[src/design/cpcl_pkg.sv]
// ----------------------------------------------------------------------------
// cpcl_pkg
// Shared widths, register map and reset values of the chassis power
// current limiter.
// ----------------------------------------------------------------------------
package cpcl_pkg;

	// default geometry of the motor current words
	localparam int DEF_MOTOR_COUNT  = 4;
	localparam int DEF_CURRENT_BITS = 16;

	// fixed field widths
	localparam int POWER_W  = 16;
	localparam int ENERGY_W = 16;
	localparam int MAXP_W   = 10;
	localparam int GAIN_W   = 10;
	localparam int PERIOD_W = 8;
	localparam int FALLBACK_W = 16;

	// max_power * gain, and the widest total limit (buffer term * energy)
	localparam int GPROD_W = MAXP_W + GAIN_W;
	localparam int LIM_W   = GPROD_W + ENERGY_W;
	// Q10.6: whole watts shifted up by this many bits
	localparam int FRAC_W  = 6;

	// APB port
	localparam int DATA_W    = 32;
	localparam int REG_COUNT = 7;
	localparam int ADDR_W    = $clog2(REG_COUNT) + 2;

	typedef enum logic [$clog2(REG_COUNT)-1:0] {
		REG_FALLBACK,
		REG_WARN_BUF,
		REG_MIN_BUF,
		REG_BUF_GAIN,
		REG_PWR_GAIN,
		REG_CAP_FIRST,
		REG_CAP_PERIOD
	} reg_idx_t;

	localparam logic [FALLBACK_W-1:0] RST_FALLBACK   = 16'd8000;
	localparam logic [ENERGY_W-1:0]   RST_WARN_BUF   = 16'd3200;
	localparam logic [ENERGY_W-1:0]   RST_MIN_BUF    = 16'd320;
	localparam logic [GAIN_W-1:0]     RST_BUF_GAIN   = 10'd200;
	localparam logic [GAIN_W-1:0]     RST_PWR_GAIN   = 10'd250;
	localparam logic [PERIOD_W-1:0]   RST_CAP_FIRST  = 8'd20;
	localparam logic [PERIOD_W-1:0]   RST_CAP_PERIOD = 8'd10;

	function automatic int max_int(input int a, input int b);
		return (a > b) ? a : b;
	endfunction

endpackage

[src/design/cpcl_if.sv]
// ----------------------------------------------------------------------------
// cpcl_cmd_if / cpcl_res_if
// Valid/ready channels carrying one control tick in and one limited
// current word out.
// ----------------------------------------------------------------------------
interface cpcl_cmd_if import cpcl_pkg::*; #(
	parameter int MOTOR_COUNT  = DEF_MOTOR_COUNT,
	parameter int CURRENT_BITS = DEF_CURRENT_BITS
);
	logic                                      valid;
	logic                                      ready;
	logic                                      referee_ok;
	logic                                      cap_ok;
	logic [POWER_W-1:0]                        meas_power;
	logic [ENERGY_W-1:0]                       buffer_energy;
	logic [MAXP_W-1:0]                         max_power;
	// two's complement current commands, one per motor
	logic [MOTOR_COUNT-1:0][CURRENT_BITS-1:0] motor_current;

	modport source (
		output valid, referee_ok, cap_ok, meas_power, buffer_energy, max_power,
		       motor_current,
		input  ready
	);
	modport sink (
		input  valid, referee_ok, cap_ok, meas_power, buffer_energy, max_power,
		       motor_current,
		output ready
	);
endinterface

interface cpcl_res_if import cpcl_pkg::*; #(
	parameter int MOTOR_COUNT  = DEF_MOTOR_COUNT,
	parameter int CURRENT_BITS = DEF_CURRENT_BITS
);
	logic                                      valid;
	logic                                      ready;
	// two's complement limited commands, one per motor
	logic [MOTOR_COUNT-1:0][CURRENT_BITS-1:0] limited_current;
	logic                                      was_limited;
	logic                                      cap_report;
	logic [MAXP_W-1:0]                         cap_power_limit;
	logic [ENERGY_W-1:0]                       cap_buffer;

	modport source (
		output valid, limited_current, was_limited, cap_report, cap_power_limit,
		       cap_buffer,
		input  ready
	);
	modport sink (
		input  valid, limited_current, was_limited, cap_report, cap_power_limit,
		       cap_buffer,
		output ready
	);
endinterface

[src/design/chassis_power_current_limiter.sv]
// ----------------------------------------------------------------------------
// chassis_power_current_limiter
// Forms a total current limit from referee power data (or a fallback value when
// the referee is absent) and scales the motor commands so their summed magnitude
// stays within it; also paces the capacitor report.
// ----------------------------------------------------------------------------
// Flow: without referee data the fallback limit goes straight to the compare step;
//   otherwise the limit comes from the shared multiplier and, when needed, the
//   divider (NUM_W = 36 bits by default); each scaled motor takes its own divide.
// Throughput: one word at a time; the one-bit-per-cycle shared divider dominates
//   the work per word. The next word is taken while the last result waits.
// Reset: clears the sequencer and output valid, loads the register reset values.
module chassis_power_current_limiter import cpcl_pkg::*; #(
	parameter int MOTOR_COUNT  = DEF_MOTOR_COUNT,
	parameter int CURRENT_BITS = DEF_CURRENT_BITS
) (
	input  logic              clk,
	input  logic              arst_n,
	cpcl_cmd_if.sink          cmd,
	cpcl_res_if.source        res,
	input  logic              psel,
	input  logic              penable,
	input  logic              pwrite,
	input  logic [ADDR_W-1:0] paddr,
	input  logic [DATA_W-1:0] pwdata,
	output logic [DATA_W-1:0] prdata,
	output logic              pready
);

	localparam int CB      = CURRENT_BITS;
	localparam int TOT_W   = CB + $clog2(MOTOR_COUNT);
	localparam int MUL_A_W = max_int(GPROD_W, TOT_W);
	localparam int MUL_B_W = max_int(ENERGY_W, CB);
	localparam int MUL_W   = MUL_A_W + MUL_B_W;
	localparam int NUM_W   = max_int(LIM_W, CB + TOT_W);
	localparam int DEN_W   = max_int(ENERGY_W, TOT_W);
	localparam int CNT_W   = $clog2(NUM_W);
	localparam int IDX_W   = (MOTOR_COUNT > 1) ? $clog2(MOTOR_COUNT) : 1;

	typedef enum logic [3:0] {
		S_IDLE,
		S_MUL_B,
		S_MUL_P,
		S_PICK,
		S_DLOAD,
		S_DIV,
		S_LIM_END,
		S_CMP,
		S_MUL_MOT,
		S_MOT_END,
		S_FIN
	} state_t;

	// ---------------- configuration ----------------
	logic [FALLBACK_W-1:0] fallback_q;
	logic [ENERGY_W-1:0]   warn_buf_q;
	logic [ENERGY_W-1:0]   min_buf_q;
	logic [GAIN_W-1:0]     buf_gain_q;
	logic [GAIN_W-1:0]     pwr_gain_q;
	logic [PERIOD_W-1:0]   cap_first_q;
	logic [PERIOD_W-1:0]   cap_period_q;
	logic [PERIOD_W-1:0]   cap_cnt_q;

	logic     cfg_wr;
	reg_idx_t cfg_idx;
	logic     accept;

	assign pready  = 1'b1;
	assign cfg_wr  = psel && penable && pwrite;
	assign cfg_idx = reg_idx_t'(paddr[ADDR_W-1:2]);

	always_comb begin
		prdata = '0;
		case (cfg_idx)
			REG_FALLBACK:   prdata = DATA_W'(fallback_q);
			REG_WARN_BUF:   prdata = DATA_W'(warn_buf_q);
			REG_MIN_BUF:    prdata = DATA_W'(min_buf_q);
			REG_BUF_GAIN:   prdata = DATA_W'(buf_gain_q);
			REG_PWR_GAIN:   prdata = DATA_W'(pwr_gain_q);
			REG_CAP_FIRST:  prdata = DATA_W'(cap_first_q);
			REG_CAP_PERIOD: prdata = DATA_W'(cap_period_q);
			default:        prdata = '0;
		endcase
	end

	// report countdown: runs on words with cap_ok, reloads when it hits zero
	logic [PERIOD_W-1:0] cap_dec;
	logic                cap_due;

	assign cap_dec = (cap_cnt_q != '0) ? cap_cnt_q - 1'b1 : cap_cnt_q;
	assign cap_due = cmd.cap_ok && (cap_dec == '0);

	always_ff @(posedge clk or negedge arst_n) begin
		if (!arst_n) begin
			fallback_q   <= RST_FALLBACK;
			warn_buf_q   <= RST_WARN_BUF;
			min_buf_q    <= RST_MIN_BUF;
			buf_gain_q   <= RST_BUF_GAIN;
			pwr_gain_q   <= RST_PWR_GAIN;
			cap_first_q  <= RST_CAP_FIRST;
			cap_period_q <= RST_CAP_PERIOD;
			cap_cnt_q    <= RST_CAP_FIRST;
		end else if (cfg_wr) begin
			case (cfg_idx)
				REG_FALLBACK:   fallback_q   <= pwdata[FALLBACK_W-1:0];
				REG_WARN_BUF:   warn_buf_q   <= pwdata[ENERGY_W-1:0];
				REG_MIN_BUF:    min_buf_q    <= pwdata[ENERGY_W-1:0];
				REG_BUF_GAIN:   buf_gain_q   <= pwdata[GAIN_W-1:0];
				REG_PWR_GAIN:   pwr_gain_q   <= pwdata[GAIN_W-1:0];
				REG_CAP_FIRST: begin
					cap_first_q <= pwdata[PERIOD_W-1:0];
					cap_cnt_q   <= pwdata[PERIOD_W-1:0];
				end
				REG_CAP_PERIOD: cap_period_q <= pwdata[PERIOD_W-1:0];
				default: ;
			endcase
		end else if (accept && cmd.cap_ok) begin
			cap_cnt_q <= cap_due ? cap_period_q : cap_dec;
		end
	end

	// ---------------- input magnitudes ----------------
	logic [MOTOR_COUNT-1:0]       neg_in;
	logic [CB-1:0]                mag_in [MOTOR_COUNT];
	logic [TOT_W-1:0]             tot_in;

	always_comb begin
		tot_in = '0;
		for (int i = 0; i < MOTOR_COUNT; i++) begin
			neg_in[i] = cmd.motor_current[i][CB-1];
			// most negative code maps to 2^(CB-1) as unsigned
			mag_in[i] = neg_in[i] ? CB'(-cmd.motor_current[i]) : cmd.motor_current[i];
			tot_in    = tot_in + TOT_W'(mag_in[i]);
		end
	end

	// ---------------- sequencer and shared units ----------------
	state_t                 state_q;
	logic                   lim_phase_q;
	logic [POWER_W-1:0]     power_q;
	logic [ENERGY_W-1:0]    buf_q;
	logic [MAXP_W-1:0]      mp_q;
	logic                   rep_q;
	logic [MOTOR_COUNT-1:0] neg_q;
	logic [CB-1:0]          mag_q [MOTOR_COUNT];
	logic [CB-1:0]          cur_q [MOTOR_COUNT];
	logic [TOT_W-1:0]       total_q;
	logic [GPROD_W-1:0]     bterm_q;
	logic [LIM_W-1:0]       add_q;
	logic [LIM_W-1:0]       lim_q;
	logic                   scaled_q;
	logic [IDX_W-1:0]       idx_q;
	logic [MUL_W-1:0]       mul_q;
	logic [NUM_W-1:0]       num_q;
	logic [DEN_W-1:0]       rem_q;
	logic [DEN_W-1:0]       den_q;
	logic [CNT_W-1:0]       dcnt_q;

	logic                   out_valid_q;
	logic [CB-1:0]          out_cur_q [MOTOR_COUNT];
	logic                   out_lim_q;
	logic                   out_rep_q;
	logic [MAXP_W-1:0]      out_pl_q;
	logic [ENERGY_W-1:0]    out_buf_q;

	assign accept    = cmd.valid && cmd.ready;
	assign cmd.ready = (state_q == S_IDLE);

	// power decision terms
	logic [MAXP_W-2:0]          half;
	logic [POWER_W-1:0]         half64;
	logic [POWER_W-1:0]         mp64;
	logic [POWER_W-1:0]         pdiff;
	logic [ENERGY_W-1:0]        eff_buf;
	logic [GPROD_W-1:0]         pterm;
	logic                       low_buf;

	assign half    = mp_q[MAXP_W-1:1];
	assign half64  = POWER_W'({half, {FRAC_W{1'b0}}});
	assign mp64    = {mp_q, {FRAC_W{1'b0}}};
	assign pdiff   = mp64 - power_q;
	assign eff_buf = (buf_q > min_buf_q) ? buf_q : min_buf_q;
	assign pterm   = mul_q[GPROD_W-1:0];
	assign low_buf = buf_q < warn_buf_q;

	// shared multiplier operands
	logic [MUL_A_W-1:0] mul_a;
	logic [MUL_B_W-1:0] mul_b;

	always_comb begin
		mul_a = '0;
		mul_b = '0;
		case (state_q)
			S_MUL_B: begin
				mul_a = MUL_A_W'(mp_q);
				mul_b = MUL_B_W'(buf_gain_q);
			end
			S_MUL_P: begin
				mul_a = MUL_A_W'(mp_q);
				mul_b = MUL_B_W'(pwr_gain_q);
			end
			S_PICK: begin
				mul_a = low_buf ? MUL_A_W'(bterm_q) : MUL_A_W'(pterm);
				mul_b = low_buf ? MUL_B_W'(eff_buf) : MUL_B_W'(pdiff);
			end
			S_MUL_MOT: begin
				// scaling only runs with limit below total, so it fits TOT_W
				mul_a = MUL_A_W'(lim_q[TOT_W-1:0]);
				mul_b = MUL_B_W'(mag_q[idx_q]);
			end
			default: ;
		endcase
	end

	// restoring divider step, one quotient bit per cycle
	logic [DEN_W:0] rem_sh;
	logic           div_ge;
	logic [DEN_W:0] rem_nx;

	assign rem_sh = {rem_q, num_q[NUM_W-1]};
	assign div_ge = rem_sh >= {1'b0, den_q};
	assign rem_nx = div_ge ? rem_sh - {1'b0, den_q} : rem_sh;

	logic [CB-1:0] quo;
	assign quo = num_q[CB-1:0];

	always_ff @(posedge clk or negedge arst_n) begin
		if (!arst_n) begin
			state_q     <= S_IDLE;
			out_valid_q <= 1'b0;
			lim_phase_q <= 1'b0;
			scaled_q    <= 1'b0;
			idx_q       <= '0;
			dcnt_q      <= '0;
		end else begin
			// the finish step owns the output register while it runs
			if (res.valid && res.ready && state_q != S_FIN) out_valid_q <= 1'b0;
			case (state_q)
				S_IDLE: begin
					if (accept) begin
						power_q     <= cmd.meas_power;
						buf_q       <= cmd.buffer_energy;
						mp_q        <= cmd.max_power;
						rep_q       <= cap_due;
						neg_q       <= neg_in;
						total_q     <= tot_in;
						lim_phase_q <= 1'b1;
						for (int i = 0; i < MOTOR_COUNT; i++) begin
							mag_q[i] <= mag_in[i];
							cur_q[i] <= cmd.motor_current[i];
						end
						if (!cmd.referee_ok) begin
							lim_q   <= LIM_W'(fallback_q);
							state_q <= S_CMP;
						end else begin
							state_q <= S_MUL_B;
						end
					end
				end
				S_MUL_B: begin
					mul_q   <= MUL_W'(mul_a * mul_b);
					state_q <= S_MUL_P;
				end
				S_MUL_P: begin
					bterm_q <= mul_q[GPROD_W-1:0];
					mul_q   <= MUL_W'(mul_a * mul_b);
					state_q <= S_PICK;
				end
				S_PICK: begin
					if (low_buf) begin
						mul_q   <= MUL_W'(mul_a * mul_b);
						den_q   <= DEN_W'(warn_buf_q);
						add_q   <= '0;
						state_q <= S_DLOAD;
					end else if (power_q <= half64) begin
						lim_q   <= LIM_W'(bterm_q) + LIM_W'(pterm);
						state_q <= S_CMP;
					end else if (power_q >= mp64 || half == '0) begin
						lim_q   <= LIM_W'(bterm_q);
						state_q <= S_CMP;
					end else begin
						// power term shrinks linearly between half and full power
						mul_q   <= MUL_W'(mul_a * mul_b);
						den_q   <= DEN_W'(half64);
						add_q   <= LIM_W'(bterm_q);
						state_q <= S_DLOAD;
					end
				end
				S_DLOAD: begin
					num_q   <= mul_q[NUM_W-1:0];
					rem_q   <= '0;
					dcnt_q  <= '0;
					state_q <= S_DIV;
				end
				S_DIV: begin
					num_q  <= {num_q[NUM_W-2:0], div_ge};
					rem_q  <= rem_nx[DEN_W-1:0];
					dcnt_q <= dcnt_q + 1'b1;
					if (dcnt_q == CNT_W'(NUM_W - 1))
						state_q <= lim_phase_q ? S_LIM_END : S_MOT_END;
				end
				S_LIM_END: begin
					lim_q   <= add_q + num_q[LIM_W-1:0];
					state_q <= S_CMP;
				end
				S_CMP: begin
					lim_phase_q <= 1'b0;
					idx_q       <= '0;
					if (LIM_W'(total_q) > lim_q) begin
						scaled_q <= 1'b1;
						den_q    <= DEN_W'(total_q);
						state_q  <= S_MUL_MOT;
					end else begin
						scaled_q <= 1'b0;
						state_q  <= S_FIN;
					end
				end
				S_MUL_MOT: begin
					mul_q   <= MUL_W'(mul_a * mul_b);
					state_q <= S_DLOAD;
				end
				S_MOT_END: begin
					cur_q[idx_q] <= neg_q[idx_q] ? CB'(-quo) : quo;
					if (idx_q == IDX_W'(MOTOR_COUNT - 1)) begin
						state_q <= S_FIN;
					end else begin
						idx_q   <= idx_q + 1'b1;
						state_q <= S_MUL_MOT;
					end
				end
				S_FIN: begin
					if (!out_valid_q || res.ready) begin
						out_valid_q <= 1'b1;
						for (int i = 0; i < MOTOR_COUNT; i++) out_cur_q[i] <= cur_q[i];
						out_lim_q <= scaled_q;
						out_rep_q <= rep_q;
						out_pl_q  <= rep_q ? mp_q : '0;
						out_buf_q <= rep_q ? buf_q : '0;
						state_q   <= S_IDLE;
					end
				end
				default: state_q <= S_IDLE;
			endcase
		end
	end

	assign res.valid = out_valid_q;
	always_comb begin
		for (int i = 0; i < MOTOR_COUNT; i++) res.limited_current[i] = out_cur_q[i];
	end
	assign res.was_limited     = out_lim_q;
	assign res.cap_report      = out_rep_q;
	assign res.cap_power_limit = out_pl_q;
	assign res.cap_buffer      = out_buf_q;

	// ---------------- checks ----------------
	a_div_den_nonzero: assert property (@(posedge clk) disable iff (!arst_n)
		state_q == S_DIV |-> den_q != '0)
		else $error("divider running with zero divisor");

	a_one_word_inflight: assert property (@(posedge clk) disable iff (!arst_n)
		accept |=> !cmd.ready)
		else $error("new word taken while one is in work");

	a_scaled_not_larger: assert property (@(posedge clk) disable iff (!arst_n)
		state_q == S_MOT_END |-> num_q <= NUM_W'(mag_q[idx_q]))
		else $error("scaled magnitude exceeds the command");

	a_out_from_fin: assert property (@(posedge clk) disable iff (!arst_n)
		$rose(out_valid_q) |-> $past(state_q == S_FIN))
		else $error("result raised outside the finish step");

endmodule
[src/flat_wrapper.sv]
// flat-port wrapper written by rule: the top's interface ports become plain ports
module chassis_power_current_limiter_flat import cpcl_pkg::*;
#(
	parameter int MOTOR_COUNT  = DEF_MOTOR_COUNT,
	parameter int CURRENT_BITS = DEF_CURRENT_BITS
)
  (clk, arst_n, psel, penable, pwrite, paddr, pwdata, prdata, pready, cmd_valid, cmd_referee_ok, cmd_cap_ok, cmd_meas_power, cmd_buffer_energy, cmd_max_power, cmd_motor_current, cmd_ready, res_valid, res_limited_current, res_was_limited, res_cap_report, res_cap_power_limit, res_cap_buffer, res_ready);
  cpcl_cmd_if #(.MOTOR_COUNT(MOTOR_COUNT), .CURRENT_BITS(CURRENT_BITS)) cmd_i ();
  cpcl_res_if #(.MOTOR_COUNT(MOTOR_COUNT), .CURRENT_BITS(CURRENT_BITS)) res_i ();
  input  logic clk;
  input  logic arst_n;
  input  logic psel;
  input  logic penable;
  input  logic pwrite;
  input  logic [ADDR_W-1:0] paddr;
  input  logic [DATA_W-1:0] pwdata;
  output logic [DATA_W-1:0] prdata;
  output logic pready;
  input wire logic [$bits(cmd_i.valid)-1:0] cmd_valid;
  input wire logic [$bits(cmd_i.referee_ok)-1:0] cmd_referee_ok;
  input wire logic [$bits(cmd_i.cap_ok)-1:0] cmd_cap_ok;
  input wire logic [$bits(cmd_i.meas_power)-1:0] cmd_meas_power;
  input wire logic [$bits(cmd_i.buffer_energy)-1:0] cmd_buffer_energy;
  input wire logic [$bits(cmd_i.max_power)-1:0] cmd_max_power;
  input wire logic [$bits(cmd_i.motor_current)-1:0] cmd_motor_current;
  output wire logic [$bits(cmd_i.ready)-1:0] cmd_ready;
  output wire logic [$bits(res_i.valid)-1:0] res_valid;
  output wire logic [$bits(res_i.limited_current)-1:0] res_limited_current;
  output wire logic [$bits(res_i.was_limited)-1:0] res_was_limited;
  output wire logic [$bits(res_i.cap_report)-1:0] res_cap_report;
  output wire logic [$bits(res_i.cap_power_limit)-1:0] res_cap_power_limit;
  output wire logic [$bits(res_i.cap_buffer)-1:0] res_cap_buffer;
  input wire logic [$bits(res_i.ready)-1:0] res_ready;
  assign cmd_i.valid = cmd_valid;
  assign cmd_i.referee_ok = cmd_referee_ok;
  assign cmd_i.cap_ok = cmd_cap_ok;
  assign cmd_i.meas_power = cmd_meas_power;
  assign cmd_i.buffer_energy = cmd_buffer_energy;
  assign cmd_i.max_power = cmd_max_power;
  assign cmd_i.motor_current = cmd_motor_current;
  assign cmd_ready = cmd_i.ready;
  assign res_valid = res_i.valid;
  assign res_limited_current = res_i.limited_current;
  assign res_was_limited = res_i.was_limited;
  assign res_cap_report = res_i.cap_report;
  assign res_cap_power_limit = res_i.cap_power_limit;
  assign res_cap_buffer = res_i.cap_buffer;
  assign res_i.ready = res_ready;
  chassis_power_current_limiter #(.MOTOR_COUNT(MOTOR_COUNT), .CURRENT_BITS(CURRENT_BITS)) u_core (.clk(clk), .arst_n(arst_n), .cmd(cmd_i), .res(res_i), .psel(psel), .penable(penable), .pwrite(pwrite), .paddr(paddr), .pwdata(pwdata), .prdata(prdata), .pready(pready));
endmodule
[config.mk]
export PLATFORM = sky130hd
export DESIGN_NAME = chassis_power_current_limiter_flat
export DESIGN_NICKNAME = d
export VERILOG_FILES = /design/src/design/cpcl_pkg.sv /design/src/design/cpcl_if.sv /design/src/design/chassis_power_current_limiter.sv /design/src/flat_wrapper.sv
export SDC_FILE = /design/constraint.sdc
export NUM_CORES = 2
export LEC_CHECK = 0
export BUFFER_PORTS_ARGS = -buffer_cell sky130_fd_sc_hd__buf_2
export CAP_MARGIN = 40
export CORE_UTILIZATION = 35
export DETAILED_ROUTE_END_ITERATION = 6
export SLEW_MARGIN = 20
export SYNTH_ARGS = -nofsm -noshare
export SYNTH_HDL_FRONTEND = slang
export SYNTH_SLANG_ARGS = --single-unit
export TNS_END_PERCENT = 20
[constraint.sdc]
create_clock -name clk -period 11.7 [get_ports clk]
set_input_delay 2.34 -clock clk [delete_from_list [all_inputs] [get_ports clk]]
set_output_delay 2.34 -clock clk [all_outputs]
set_load 0.01 [all_outputs]
==> summary.txt <==
Outcome
  – Status: completed

STA
  – Slew of the pin with the lowest slew margin: ~1.1 ns
  – WHS: 0.418 ns
  – Final Critical Period: 10.01 ns
  – Maximum clock rate: 99.9 MHz
  – Setup slack after layout: 1.69 ns
  – Post-route setup TNS: 0 ns
  – Final setup violation count: 0
  – Final period util: 0.855
  – Rel. slew slack: 0.252
  – Worst Skew: approximately 0.044 ns
  – Hold Vio Cnt, Final: 0
  – Fin. max-slew vios: 0
  – Unrepaired setup endpoints after global routing: no

Logic synthesis
  – Synth Instances: 4162
  – EDFF count, synth: 469
  – Ys Warns: 0
  – Part of the Yosys area used for sequential elements: 0.387
  – FF+latch count, synth: 576
  – Cell area after synthesis: between 40000 and 50000 sq um
  – Commonest register cell after synthesis: edfxtp_1
  – Synth cell types: 99
  – Mapped Avg Cell Area: 10.4 sq um
  – Ys async rst share: 0.186

Pwr
  – Pleak: 20.4 nW
  – Combinational Power Share: 0.249
  – Cell-internal power: 4.27 mW
  – VDD IR max: 0.161 mV
  – Seq pwr share: 0.408
  – Cell area power density: 127 nW/um^2
  – Clock share of power: 0.343
  – Switching power: 1.97 mW
  – Switching Fraction: 0.316

Place
  – Pre-CTS WS: 1.72 ns
  – DP Area: 46700 sq um
  – Final GP Congestion: around 0.99
  – IO Port Bufs: about 240
  – Post-DP HPWL: 109000 microns

Finish
  – Reg area: 16800 sq um
  – FILL cells: about 12000
  – Area added between synthesis and finish: 13.1%
  – Layout Nets: a little over 5000
  – Footprint of the multi-input gates: 24200 sq um
  – Post-route cell area: around 50000 sq um
  – Share of cells above drive strength 1: 0.153

Global route
  – Largest net degree at the start of global routing: between 60 and 70
  – Number of global-route vias before repair: 33100
  – First-pass GRT wire length: 210000 microns
  – Initial antenna violation count: 13
  – All-Layer GR Usage: 0.220
  – Overflow after GRT: 0

CTS
  – H-tree levels: 3
  – CTS Buf Count: 66
  – Clk sinks: between 500 and 600
  – # resized after CTS: 0
  – Max Root-Sink Buffers: 3
  – Hold-fix buffers, CTS: 0
  – Setup bufs post-CTS: 0
  – CTS clk-pin slew, worst paths: 0.06 ns
  – Root Driver: clkbuf_16
  – CTS tree: built
  – Clk_lat worst skew: 0.63 ns

Drt
  – Wire length per cell: 23.0 microns
  – Final wirelength: 140000 microns
  – Residual DRC: 0
  – Antenna-violating nets left: 0
  – Router iterations before antenna repair: 5
  – Via density: 5.51
  – Initial DRC Count: 3078
  – Via count: 33600

Floorplanning
  – Die area: 125000 sq um
  – Core area: 122000 sq um
  – Die width: 354 microns
  – Die H: 354 microns
  – IO Pins: around 280
  – Row count: 128
  – Initial Utilization: 0.354

Setup path
  – Required @ worst endpoint: 12.14 ns
  – Crit start category: register
  – Crit path kind: register to register
  – CP max stage delay: 0.75 ns
  – Crit Path Max Fanout: 33
  – Most frequent CP cell: fa_1
  – Slowest cell on the critical path: o21ai_4
  – Worst EP arrival: 10.45 ns
  – Critical path capture point type: register

Min path
  – Hold WC Path Type: register to register

Run
  – Max Cap Violations: 0
synthesized netlist by cell type (all sizes together), types with 8 or more instances:
| cell | number | area share |
|---|---|---|
| a211oi | 39 | 0.0077 |
| dfstp | 26 | 0.016 |
| nand2b | 40 | 0.0058 |
| buf | 72 | 0.0096 |
| a21oi | 251 | 0.029 |
| and3 | 31 | 0.0046 |
| xor2 | 64 | 0.013 |
| o311ai | 11 | 0.0027 |
| or4 | 16 | 0.0029 |
| o21ai | 317 | 0.037 |
| o211a | 11 | 0.0025 |
| mux4 | 16 | 0.0083 |
| a31o | 13 | 0.0026 |
| fa | 271 | 0.13 |
| mux2 | 108 | 0.028 |
| and2 | 69 | 0.010 |
| ha | 276 | 0.080 |
| nor4 | 22 | 0.0033 |
| nor2b | 18 | 0.0026 |
| clkbuf | 109 | 0.0097 |
| nand2 | 406 | 0.035 |
| o2111ai | 9 | 0.0018 |
| a211o | 8 | 0.0016 |
| a22oi | 21 | 0.0036 |
| a31oi | 55 | 0.0079 |
| xnor2 | 114 | 0.023 |
| nor2 | 174 | 0.015 |
| o21a | 31 | 0.0054 |
| inv | 442 | 0.038 |
| o31a | 10 | 0.0020 |
| o41ai | 15 | 0.0030 |
| or2 | 12 | 0.0017 |
| o21bai | 10 | 0.0017 |
| mux2i | 42 | 0.0097 |
| nor3 | 80 | 0.0097 |
| edfxtp | 469 | 0.32 |
| nand4 | 15 | 0.0022 |
| dfrtp | 81 | 0.047 |
| a22o | 11 | 0.0022 |
| o211ai | 23 | 0.0040 |
| a21boi | 8 | 0.0014 |
| a21o | 78 | 0.014 |
| o31ai | 65 | 0.012 |
| or3 | 41 | 0.0059 |
| nand3 | 80 | 0.0092 |
area by class of cell:
cell class | instances | share of cell area
diodes | 9 | 0.000459
clock buffers | 84 | 0.0361
clock inverters | 37 | 0.00875
inverters | 443 | 0.0339
multi-input cells | 2974 | 0.493
flip-flops and latches | 576 | 0.343
well taps | 1625 | 0.0415
repair buffers | 347 | 0.0438
state kept, by name, summed over array words and instances, names as in the netlist, 20 cells and up:
signal	cells
u_core.mul_q	36
u_core.cur_q	64
u_core.add_q	20
u_core.num_q	36
u_core.lim_q	36
u_core.out_cur_q	64
u_core.mag_q	64
u_core.bterm_q	20
layout by cell type, fill, tap and decap left out, drive strengths merged, types with 81 or more instances in the layout:
cell type    n
edfxtp     469
inv        449
nand2      406
buf        347
o21ai      317
ha         276
fa         271
a21oi      251
nor2       174
xnor2      114
mux2       108
clkbuf      84
dfrtp       81
worst max-delay path: cells and delay by family, from the launching register on:
family | cells | cell delay [ns]
AOI/OAI and AO/OA | 10 | 2.97
adders and majority gates | 8 | 3.85
buffers and inverters | 5 | 0.98
DFF | 1 | 0.50
and+or+nand+nor | 5 | 1.49
layer usage:
metal	share of wire	track usage	vias up
li1	-	-	15300
met1	0.41	0.280	16700
met2	0.48	0.364	1288
met3	0.065	0.0369	283
met4	0.050	0.107	4
met5	0.00017	0	-
kinds of logic (layout without fill, tap and decap cells):
logic type	count (synthesis)	in the layout	share of synthesized area
fa+ha+maj	547	547	0.205
compound gates	1040	1040	0.154
simple gates	1026	1026	0.113
buf+inv	627	911	0.0588
other cells	2	26	0.000173
mux	166	166	0.0461
flops	576	576	0.387
xor+xnor	178	178	0.0360
stage by stage:
step,power [mW],utilization,cells
3_5_place_dp,4.11,0.382,5960
2_1_floorplan,3.67,-,4177
6_report,6.24,0.401,6095
4_1_cts,6.26,0.400,6081
5_1_grt,6.53,0.401,6093
3_3_place_gp,4.08,0.380,5941
path summary, 6_finish.rpt:
path | start | end | slack (ns) | depth (start not counted)
setup / recovery | u_core.buf_q[9] | u_core.mul_q[35] | 1.69 | 28
hold / removal | u_core.cur_q[3][13] | u_core.out_cur_q[3][13] | 0.42 | 0
setup reg to reg | u_core.buf_q[9] | u_core.mul_q[35] | 1.69 | 28
hold reg to reg | u_core.cur_q[3][13] | u_core.out_cur_q[3][13] | 0.42 | 0
max in group asynchronous | arst_n | u_core.warn_buf_q[7] | 8.80 | 3
min in group asynchronous | arst_n | u_core.res.valid | 1.68 | 1
power by group through the flow:
stage               Clock, mW  Sequential, mW  Combinational (mW)
floorplan                   0            2.51                1.16
global placement            0            2.58                1.51
detailed placement          0            2.58                1.53
CTS                      2.18            2.54                1.54
global route             2.25            2.55                1.72
finish                   2.14            2.54                1.55
No activity file was read; power rests on OpenSTA's default activity.
